$ cat src/design/bdar_pkg.sv
package bdar_pkg;

    localparam int unsigned TIME_W   = 32;
    localparam int unsigned SAMPLE_W = 10;
    localparam int unsigned DEB_W    = 16;
    localparam int unsigned COUNT_W  = 2;
    localparam int unsigned IDX_W    = 3;
    localparam int unsigned DATA_W   = 32;

    localparam logic [SAMPLE_W-1:0] THRESHOLD_RST = SAMPLE_W'(200);
    localparam logic [DEB_W-1:0]    DEBOUNCE_RST  = DEB_W'(100);
    localparam logic [TIME_W-1:0]   REPEAT_RST    = TIME_W'(300);
    localparam logic [TIME_W-1:0]   START_RST     = TIME_W'(500);

    typedef enum logic [IDX_W-1:0] {
        CFG_ANALOG_MODE  = 3'd0,
        CFG_THRESHOLD    = 3'd1,
        CFG_DEBOUNCE     = 3'd2,
        CFG_REPEAT       = 3'd3,
        CFG_START_DELAY  = 3'd4,
        CFG_PRESS_EN     = 3'd5,
        CFG_DOWN_EN      = 3'd6,
        CFG_UP_EN        = 3'd7
    } t_cfg_idx;

    typedef struct packed {
        logic                analog_mode;
        logic [SAMPLE_W-1:0] analog_threshold;
        logic [DEB_W-1:0]    debounce_ms;
        logic [TIME_W-1:0]   repeat_ms;
        logic [TIME_W-1:0]   start_delay_ms;
        logic                press_enable;
        logic                down_enable;
        logic                up_enable;
    } t_cfg;

    typedef struct packed {
        logic [TIME_W-1:0]   time_ms;
        logic                digital_level;
        logic [SAMPLE_W-1:0] analog_sample;
    } t_poll;

    typedef struct packed {
        logic               key_down;
        logic [COUNT_W-1:0] key_press_count;
        logic               key_up;
        logic               is_held;
        logic [TIME_W-1:0]  press_time_ms;
    } t_result;

endpackage

$ cat src/design/bdar_if.sv
interface bdar_in_if;
    logic                           valid;
    logic                           ready;
    logic [bdar_pkg::TIME_W-1:0]    time_ms;
    logic                           digital_level;
    logic [bdar_pkg::SAMPLE_W-1:0]  analog_sample;

    modport source (output valid, time_ms, digital_level, analog_sample, input ready);
    modport sink   (input valid, time_ms, digital_level, analog_sample, output ready);
endinterface

interface bdar_out_if;
    logic                           valid;
    logic                           ready;
    logic                           key_down;
    logic [bdar_pkg::COUNT_W-1:0]   key_press_count;
    logic                           key_up;
    logic                           is_held;
    logic [bdar_pkg::TIME_W-1:0]    press_time_ms;

    modport source (output valid, key_down, key_press_count, key_up, is_held,
                    press_time_ms, input ready);
    modport sink   (input valid, key_down, key_press_count, key_up, is_held,
                    press_time_ms, output ready);
endinterface

interface bdar_cfg_if;
    logic                           valid;
    logic                           ready;
    logic [bdar_pkg::IDX_W-1:0]     index;
    logic [bdar_pkg::DATA_W-1:0]    data;

    modport source (output valid, index, data, input ready);
    modport sink   (input valid, index, data, output ready);
endinterface

$ cat src/design/bdar_cfg.sv
module bdar_cfg (
    input  logic                         i_clk,
    input  logic                         i_rst_n,
    input  logic                         i_we,
    input  logic [bdar_pkg::IDX_W-1:0]   i_index,
    input  logic [bdar_pkg::DATA_W-1:0]  i_data,
    output bdar_pkg::t_cfg               o_cfg
);
    import bdar_pkg::*;

    t_cfg r_cfg;

    always_ff @(posedge i_clk) begin
        if (!i_rst_n) begin
            r_cfg.analog_mode      <= 1'b0;
            r_cfg.analog_threshold <= THRESHOLD_RST;
            r_cfg.debounce_ms      <= DEBOUNCE_RST;
            r_cfg.repeat_ms        <= REPEAT_RST;
            r_cfg.start_delay_ms   <= START_RST;
            r_cfg.press_enable     <= 1'b1;
            r_cfg.down_enable      <= 1'b0;
            r_cfg.up_enable        <= 1'b0;
        end else if (i_we) begin
            case (t_cfg_idx'(i_index))
                CFG_ANALOG_MODE: r_cfg.analog_mode      <= i_data[0];
                CFG_THRESHOLD:   r_cfg.analog_threshold <= i_data[SAMPLE_W-1:0];
                CFG_DEBOUNCE:    r_cfg.debounce_ms      <= i_data[DEB_W-1:0];
                CFG_REPEAT:      r_cfg.repeat_ms        <= i_data[TIME_W-1:0];
                CFG_START_DELAY: r_cfg.start_delay_ms   <= i_data[TIME_W-1:0];
                CFG_PRESS_EN:    r_cfg.press_enable     <= i_data[0];
                CFG_DOWN_EN:     r_cfg.down_enable      <= i_data[0];
                CFG_UP_EN:       r_cfg.up_enable        <= i_data[0];
                default: ;
            endcase
        end
    end

    assign o_cfg = r_cfg;

endmodule

$ cat src/design/bdar_track.sv
module bdar_track (
    input  logic               i_clk,
    input  logic               i_rst_n,
    input  bdar_pkg::t_cfg     i_cfg,
    input  logic               i_step,
    input  bdar_pkg::t_poll    i_poll,
    output bdar_pkg::t_result  o_result
);
    import bdar_pkg::*;

    logic              r_acc_level;
    logic [TIME_W-1:0] r_last_change;
    logic [TIME_W-1:0] r_press_start;
    logic [TIME_W-1:0] r_last_event;
    logic              r_held;

    logic              n_acc_level;
    logic [TIME_W-1:0] n_last_change;
    logic [TIME_W-1:0] n_press_start;
    logic [TIME_W-1:0] n_last_event;
    logic              n_held;

    logic              cur;
    logic              changed;
    logic              rejected;
    logic [TIME_W-1:0] since_change;
    logic [TIME_W-1:0] held_time;
    logic [TIME_W-1:0] since_event;
    logic              repeat_on;
    logic              first_press;
    logic              repeat_press;

    always_comb begin
        cur          = i_cfg.analog_mode ? (i_poll.analog_sample > i_cfg.analog_threshold)
                                         : i_poll.digital_level;
        changed      = (cur != r_acc_level);
        since_change = i_poll.time_ms - r_last_change;
        rejected     = changed && (since_change < {{(TIME_W-DEB_W){1'b0}}, i_cfg.debounce_ms});
        repeat_on    = (i_cfg.repeat_ms != '0) && i_cfg.press_enable;

        n_acc_level   = r_acc_level;
        n_last_change = r_last_change;
        n_press_start = r_press_start;
        n_last_event  = r_last_event;
        n_held        = r_held;
        first_press   = 1'b0;
        repeat_press  = 1'b0;
        o_result.key_down = 1'b0;
        o_result.key_up   = 1'b0;

        // a fresh press starts its hold clock at this poll
        held_time   = r_held ? (i_poll.time_ms - r_press_start) : '0;
        since_event = i_poll.time_ms - r_last_event;

        if (!rejected) begin
            n_acc_level = cur;
            if (changed) begin
                n_last_change = i_poll.time_ms;
            end
            if (!cur) begin
                if (!r_held) begin
                    n_held            = 1'b1;
                    n_press_start     = i_poll.time_ms;
                    o_result.key_down = i_cfg.down_enable;
                    first_press       = i_cfg.press_enable;
                end
                if (repeat_on) begin
                    if (held_time >= i_cfg.start_delay_ms) begin
                        if (since_event > i_cfg.repeat_ms) begin
                            n_last_event = i_poll.time_ms;
                            repeat_press = 1'b1;
                        end
                    end else begin
                        n_last_event = i_poll.time_ms;
                    end
                end
            end else begin
                n_last_event = '0;
                if (r_held) begin
                    o_result.key_up = i_cfg.up_enable;
                    n_held          = 1'b0;
                    n_press_start   = '0;
                end
            end
        end

        o_result.key_press_count = {1'b0, first_press} + {1'b0, repeat_press};
        o_result.is_held         = n_held;
        o_result.press_time_ms   = n_held ? (i_poll.time_ms - n_press_start) : '0;
    end

    always_ff @(posedge i_clk) begin
        if (!i_rst_n) begin
            r_acc_level   <= 1'b1;
            r_last_change <= '0;
            r_press_start <= '0;
            r_last_event  <= '0;
            r_held        <= 1'b0;
        end else if (i_step) begin
            r_acc_level   <= n_acc_level;
            r_last_change <= n_last_change;
            r_press_start <= n_press_start;
            r_last_event  <= n_last_event;
            r_held        <= n_held;
        end
    end

endmodule

$ cat src/design/button_debounce_autorepeat.sv
// Debounced active-low key with typematic auto-repeat.
// i_in carries one poll per beat: millisecond timestamp, raw pin level and
// a 10-bit analog sample. o_out returns exactly one result beat per poll:
// key-down, key-press count (0..2), key-up, held flag and press duration.
// i_cfg writes one of eight setup registers by index; it is always ready and
// should only be used while no poll is in flight.
// A poll accepted at one edge is registered in the input register, evaluated
// against the tracking state once it can advance, and its result is
// registered in the result register at the edge that advances it. One poll
// per cycle is sustained while o_out.ready stays high; the only loop is the
// tracking-state update, written at that same edge.
// Reset (synchronous, active low) loads the register defaults, marks the key
// released and not held, and empties both pipeline registers.
// If the receiver stalls, the result register holds its beat, the input
// register still takes one more poll, and then i_in.ready drops until the
// result is taken.
module button_debounce_autorepeat (
    input  logic       i_clk,
    input  logic       i_rst_n,
    bdar_in_if.sink    i_in,
    bdar_out_if.source o_out,
    bdar_cfg_if.sink   i_cfg
);
    import bdar_pkg::*;

    t_cfg    cfg;
    t_poll   poll_in;
    t_result step_result;

    logic    r_s1_valid;
    t_poll   r_s1_poll;
    logic    r_out_valid;
    t_result r_out_result;

    logic    advance;
    logic    in_take;

    assign advance = r_s1_valid && (!r_out_valid || o_out.ready);
    assign i_in.ready  = !r_s1_valid || advance;
    assign in_take     = i_in.valid && i_in.ready;
    assign i_cfg.ready = 1'b1;

    assign poll_in.time_ms       = i_in.time_ms;
    assign poll_in.digital_level = i_in.digital_level;
    assign poll_in.analog_sample = i_in.analog_sample;

    bdar_cfg u_cfg (
        .i_clk   (i_clk),
        .i_rst_n (i_rst_n),
        .i_we    (i_cfg.valid),
        .i_index (i_cfg.index),
        .i_data  (i_cfg.data),
        .o_cfg   (cfg)
    );

    bdar_track u_track (
        .i_clk    (i_clk),
        .i_rst_n  (i_rst_n),
        .i_cfg    (cfg),
        .i_step   (advance),
        .i_poll   (r_s1_poll),
        .o_result (step_result)
    );

    always_ff @(posedge i_clk) begin
        if (!i_rst_n) begin
            r_s1_valid  <= 1'b0;
            r_out_valid <= 1'b0;
        end else begin
            if (in_take) begin
                r_s1_valid <= 1'b1;
            end else if (advance) begin
                r_s1_valid <= 1'b0;
            end
            if (advance) begin
                r_out_valid <= 1'b1;
            end else if (o_out.ready) begin
                r_out_valid <= 1'b0;
            end
        end
    end

    // payload registers: load on their own handshakes only
    always_ff @(posedge i_clk) begin
        if (in_take) begin
            r_s1_poll <= poll_in;
        end
        if (advance) begin
            r_out_result <= step_result;
        end
    end

    assign o_out.valid           = r_out_valid;
    assign o_out.key_down        = r_out_result.key_down;
    assign o_out.key_press_count = r_out_result.key_press_count;
    assign o_out.key_up          = r_out_result.key_up;
    assign o_out.is_held         = r_out_result.is_held;
    assign o_out.press_time_ms   = r_out_result.press_time_ms;

endmodule
$ cat src/flat_wrapper.sv
// flat-port wrapper written by rule: the top's interface ports become plain ports
module button_debounce_autorepeat_flat import bdar_pkg::*;
  (i_clk, i_rst_n, i_in_valid, i_in_time_ms, i_in_digital_level, i_in_analog_sample, i_in_ready, o_out_valid, o_out_key_down, o_out_key_press_count, o_out_key_up, o_out_is_held, o_out_press_time_ms, o_out_ready, i_cfg_valid, i_cfg_index, i_cfg_data, i_cfg_ready);
  bdar_in_if i_in_i ();
  bdar_out_if o_out_i ();
  bdar_cfg_if i_cfg_i ();
  input  logic i_clk;
  input  logic i_rst_n;
  input wire logic [$bits(i_in_i.valid)-1:0] i_in_valid;
  input wire logic [$bits(i_in_i.time_ms)-1:0] i_in_time_ms;
  input wire logic [$bits(i_in_i.digital_level)-1:0] i_in_digital_level;
  input wire logic [$bits(i_in_i.analog_sample)-1:0] i_in_analog_sample;
  output wire logic [$bits(i_in_i.ready)-1:0] i_in_ready;
  output wire logic [$bits(o_out_i.valid)-1:0] o_out_valid;
  output wire logic [$bits(o_out_i.key_down)-1:0] o_out_key_down;
  output wire logic [$bits(o_out_i.key_press_count)-1:0] o_out_key_press_count;
  output wire logic [$bits(o_out_i.key_up)-1:0] o_out_key_up;
  output wire logic [$bits(o_out_i.is_held)-1:0] o_out_is_held;
  output wire logic [$bits(o_out_i.press_time_ms)-1:0] o_out_press_time_ms;
  input wire logic [$bits(o_out_i.ready)-1:0] o_out_ready;
  input wire logic [$bits(i_cfg_i.valid)-1:0] i_cfg_valid;
  input wire logic [$bits(i_cfg_i.index)-1:0] i_cfg_index;
  input wire logic [$bits(i_cfg_i.data)-1:0] i_cfg_data;
  output wire logic [$bits(i_cfg_i.ready)-1:0] i_cfg_ready;
  assign i_in_i.valid = i_in_valid;
  assign i_in_i.time_ms = i_in_time_ms;
  assign i_in_i.digital_level = i_in_digital_level;
  assign i_in_i.analog_sample = i_in_analog_sample;
  assign i_in_ready = i_in_i.ready;
  assign o_out_valid = o_out_i.valid;
  assign o_out_key_down = o_out_i.key_down;
  assign o_out_key_press_count = o_out_i.key_press_count;
  assign o_out_key_up = o_out_i.key_up;
  assign o_out_is_held = o_out_i.is_held;
  assign o_out_press_time_ms = o_out_i.press_time_ms;
  assign o_out_i.ready = o_out_ready;
  assign i_cfg_i.valid = i_cfg_valid;
  assign i_cfg_i.index = i_cfg_index;
  assign i_cfg_i.data = i_cfg_data;
  assign i_cfg_ready = i_cfg_i.ready;
  button_debounce_autorepeat u_core (.i_clk(i_clk), .i_rst_n(i_rst_n), .i_in(i_in_i), .o_out(o_out_i), .i_cfg(i_cfg_i));
endmodule
$ cat config.mk
export PLATFORM = sky130hd
export DESIGN_NAME = button_debounce_autorepeat_flat
export DESIGN_NICKNAME = d
export VERILOG_FILES = /design/src/design/bdar_pkg.sv /design/src/design/bdar_if.sv /design/src/design/bdar_cfg.sv /design/src/design/bdar_track.sv /design/src/design/button_debounce_autorepeat.sv /design/src/flat_wrapper.sv
export SDC_FILE = /design/constraint.sdc
export NUM_CORES = 1
export LEC_CHECK = 0
export BUFFER_PORTS_ARGS = -buffer_cell sky130_fd_sc_hd__buf_4
export CAP_MARGIN = 20
export CORE_ASPECT_RATIO = 1.4
export CORE_UTILIZATION = 60
export DETAILED_ROUTE_END_ITERATION = 10
export PLACE_DENSITY = 0.79
export SLEW_MARGIN = 0
export SYNTH_ARGS = -nofsm -noshare
export SYNTH_HDL_FRONTEND = slang
export SYNTH_SLANG_ARGS = --single-unit
$ cat constraint.sdc
create_clock -name i_clk -period 8.6 [get_ports i_clk]
set_clock_uncertainty 0.2 [all_clocks]
set_input_delay 0.86 -clock i_clk [delete_from_list [all_inputs] [get_ports i_clk]]
set_output_delay 0.86 -clock i_clk [all_outputs]
set_load 0.02 [all_outputs]
==> impl_results.md <==
* Core Footprint at ~30,000 sq um
* Hold Path Class: input port to flop
* Power Dens Cells at 172 nW/um^2
* Reg2reg path depth at 33
* CTS tree: yes
* Post-synth EDFFs at 80
* Cell taking the most area after synthesis: dfxtp_1
* Top post-synthesis cells by area: dfxtp_1 21%, ha_1 14%, edfxtp_1 13%
* Critical path launch point type: flop
* Commonest cells after routing, fill and taps aside: 252 x nand2_1, 214 x ha_1, 208 x inv_1, 201 x a21oi_1, 193 x dfxtp_1
* Largest stage delay on the critical path at 460 ps
* Yosys reg bits at around 270
* Mapped Avg Cell Area at 8.55 sq um
* Hold Crit Depth at 1
* Met3 GRT Util at 3.79%
* CTS buffer count at 29
* DR vias at between 15,000 and 20,000
* Io pins at roughly 120
* CP arrival at 8180 ps
* Most used cell, CP: a21oi_1
* Fillers at between 2,000 and 2,500
* Area after DPL at between 15,000 and 20,000 sq um
* Async set or reset register ratio after synthesis at 0%
* GR Util met2 at 55.5%
* GP Congestion at about 1
* # diodes at 0
* Max FO, Critical Path at 8
* Synth warn at 0
* Die Footprint at ~32,000 sq um
* Clk root buf: clkbuf_16
* Post-Syn Area at 18,600 sq um
* CP required at slightly below 9000 ps
* Grt ovf at 0
* H-tree depth at 1
* Distinct cells, synth at just under 80
* Share of the synthesized area in the top cell type at a little over a fifth
* Final Cell Area at approximately 21,000 sq um
* GRT Overall Usage at roughly 32%
* Place WS at between 150 and 200 ps
* 1st-iter DRT viols at approximately 1,100
* Status: finished clean
* ANT nets after route at 0
* Cells after Synth at about 2,200
* Die W at 151 um
* Kind of critical path: flop to flop
* Largest net degree at the start of global routing at 80
* Vias in the first global route at 16,000
* Main synth FF type: dfxtp_1
* Final nets at 2,592
* Vias/cell at about 6.1
* Worst-Margin Slew at 907 ps
* R2r setup slk at 620 ps
* Fmax at approximately 130 MHz
* Worst slew margin at between 30% and 40%
* GR peak layer: met2
* Tmin final at about 8000 ps
* Clock sinks at approximately 270
* Die height at approximately 210 um
* Clk_lat worst skew at 580 ps
* Number of port buffers at approximately 120
* Worst-path cell with the longest stage delay: fa_1
* Final Setup Violations at 0
* Row Count at 75
* CP endpoint kind: flop
* Total Wirelength at just over 50,000 um
* VDD IR max at 0.193 mV
* Period utilisation layout at 92.7%
* Max-cap viol count at 0
* First-pass GRT wire length at about 80,000 um
* Hold Fails Final Rpt at 0
* Routed length per instance at 18.9 um
* Initial antenna violation count at 0
* Clk slew on worst S/H paths at ~70 ps
* Leak at roughly 8.5 nW
* Syn Nets at 2,479
* Clk buf depth at 3
* DRC errors left at 0
* Area Overhead vs Synth at 12.5%
* Final HPWL DP at about 39,000 um
* Met1 usage at between 40% and 50%
* Pins Over Slew Limit at 0
* Final setup margin at 624 ps
* Initial core utilization at between 60% and 70%
* Most common cell after layout, fill and taps aside: nand2_1
* Share of cells above drive strength 1 at 10.1%
* DRT Pass-1 Iters at 7
* Sequential area share after synthesis at about 34%
-- cells in the mapped netlist, drive strengths merged, types with 10 or more instances --
| master | number |
|---|---|
| nand2 | 253 |
| ha | 214 |
| inv | 211 |
| a21oi | 205 |
| dfxtp | 194 |
| nor2 | 140 |
| edfxtp | 80 |
| a21o | 74 |
| o21ai | 73 |
| a22o | 65 |
| xnor2 | 55 |
| clkbuf | 47 |
| mux2i | 43 |
| xor2 | 38 |
| and2 | 35 |
| nand3 | 33 |
| nor3 | 31 |
| a22oi | 30 |
| nand4 | 29 |
| buf | 28 |
| nor2b | 27 |
| o211ai | 27 |
| o21a | 26 |
| nand2b | 25 |
| and3 | 20 |
| a31oi | 15 |
| a211oi | 14 |
| nor4 | 14 |
| or3 | 14 |
| a2111oi | 11 |
| o21bai | 10 |
-- critical path, delay by kind of cell, from the launching register on --
| kind | cells | cell delay, ps |
|---|---|---|
| AO/OA/AOI/OAI | 14 | 2840 |
| AND/OR/NAND/NOR | 11 | 2370 |
| adder cells (fa/ha/maj) | 4 | 1310 |
| buffers and inverters | 3 | 510 |
| flip-flops | 1 | 410 |
| XOR/XNOR | 1 | 140 |
-- layer usage --
layer	part of all wire (%)	vias up
li1	-	8036
met2	48	582
met4	3.6	0
met1	42	7730
met5	0	-
met3	6.4	127
-- repair_timing --
item | in CTS | in global routing
hold endpoints to repair | 0 | 0
gates resized for setup | 0 | 6
setup endpoints to repair | 0 | 5
setup buffers | 0 | 3
hold buffers | 0 | 0
-- cells by family (layout without fill, tap and decap cells) --
logic type | count (synthesis) | count (layout) | synth area share [%]
other | 1 | 1 | 0.0201
and+or+nand+nor | 646 | 646 | 16.5
xor gates and xnor gates | 93 | 93 | 4.38
muxes | 43 | 43 | 2.33
buffers and inverters | 286 | 422 | 5.99
DFF | 274 | 274 | 33.8
adders and majority gates | 218 | 218 | 14.8
AOI/OAI and AO/OA | 617 | 617 | 22.2
-- layout make-up --
class                           instances  area, sq um  area share, %
Inverter                              211          793           3.79
Tap cell                              385          482           2.30
Multi-Input combinational cell       1618        11300           53.9
Sequential cell                       274         6290           30.0
Clock inverter                         10         72.6          0.346
Clock buffer                           44          812           3.88
Timing Repair Buffer                  157         1210           5.76
-- stage by stage --
step                instances  util [%]  hold WS (ps)  setup TNS (ps)  total power [mW]
floorplan                2178         -           236               0              2.14
global placement         2639      66.0           243               0              2.38
detailed placement       2639      66.0           247               0              2.41
CTS                      2693      69.0           235               0              3.59
global route             2699      69.3           237           -49.4              3.78
finish                   2699      69.3           253               0              3.60
-- report_power, final --
group / internal [mW] / switching [mW] / total (mW)
Clock: 0.655 / 0.534 / 1.19
Combinational: 0.409 / 0.563 / 0.972
Sequential: 1.39 / 0.0473 / 1.44
-- path summary, 6_finish.rpt --
path / to / from
max: u_core.o_out.press_time_ms[31]$_SDFFCE_PN0P_ / u_core.r_s1_poll[11]$_DFFE_PP_
min: u_core.r_s1_poll[36]$_DFFE_PP_ / i_in_time_ms[25]
max reg2reg: u_core.o_out.press_time_ms[31]$_SDFFCE_PN0P_ / u_core.r_s1_poll[11]$_DFFE_PP_
min reg2reg: u_core.u_cfg.o_cfg[78]$_SDFFE_PN0P_ / u_core.u_cfg.o_cfg[78]$_SDFFE_PN0P_
-- registers in the layout, summed over array words and instances, names as in the netlist, 2 cells and up --
signal and flops:
u_core.o_out.key_press_count 2, u_core.o_out.press_time_ms 32, u_core.r_s1_poll 43, u_core.u_cfg.o_cfg 94, u_core.u_track.r_last_change 32, u_core.u_track.r_last_event 32, u_core.u_track.r_press_start 32
Power figures use the tool's default switching activity.
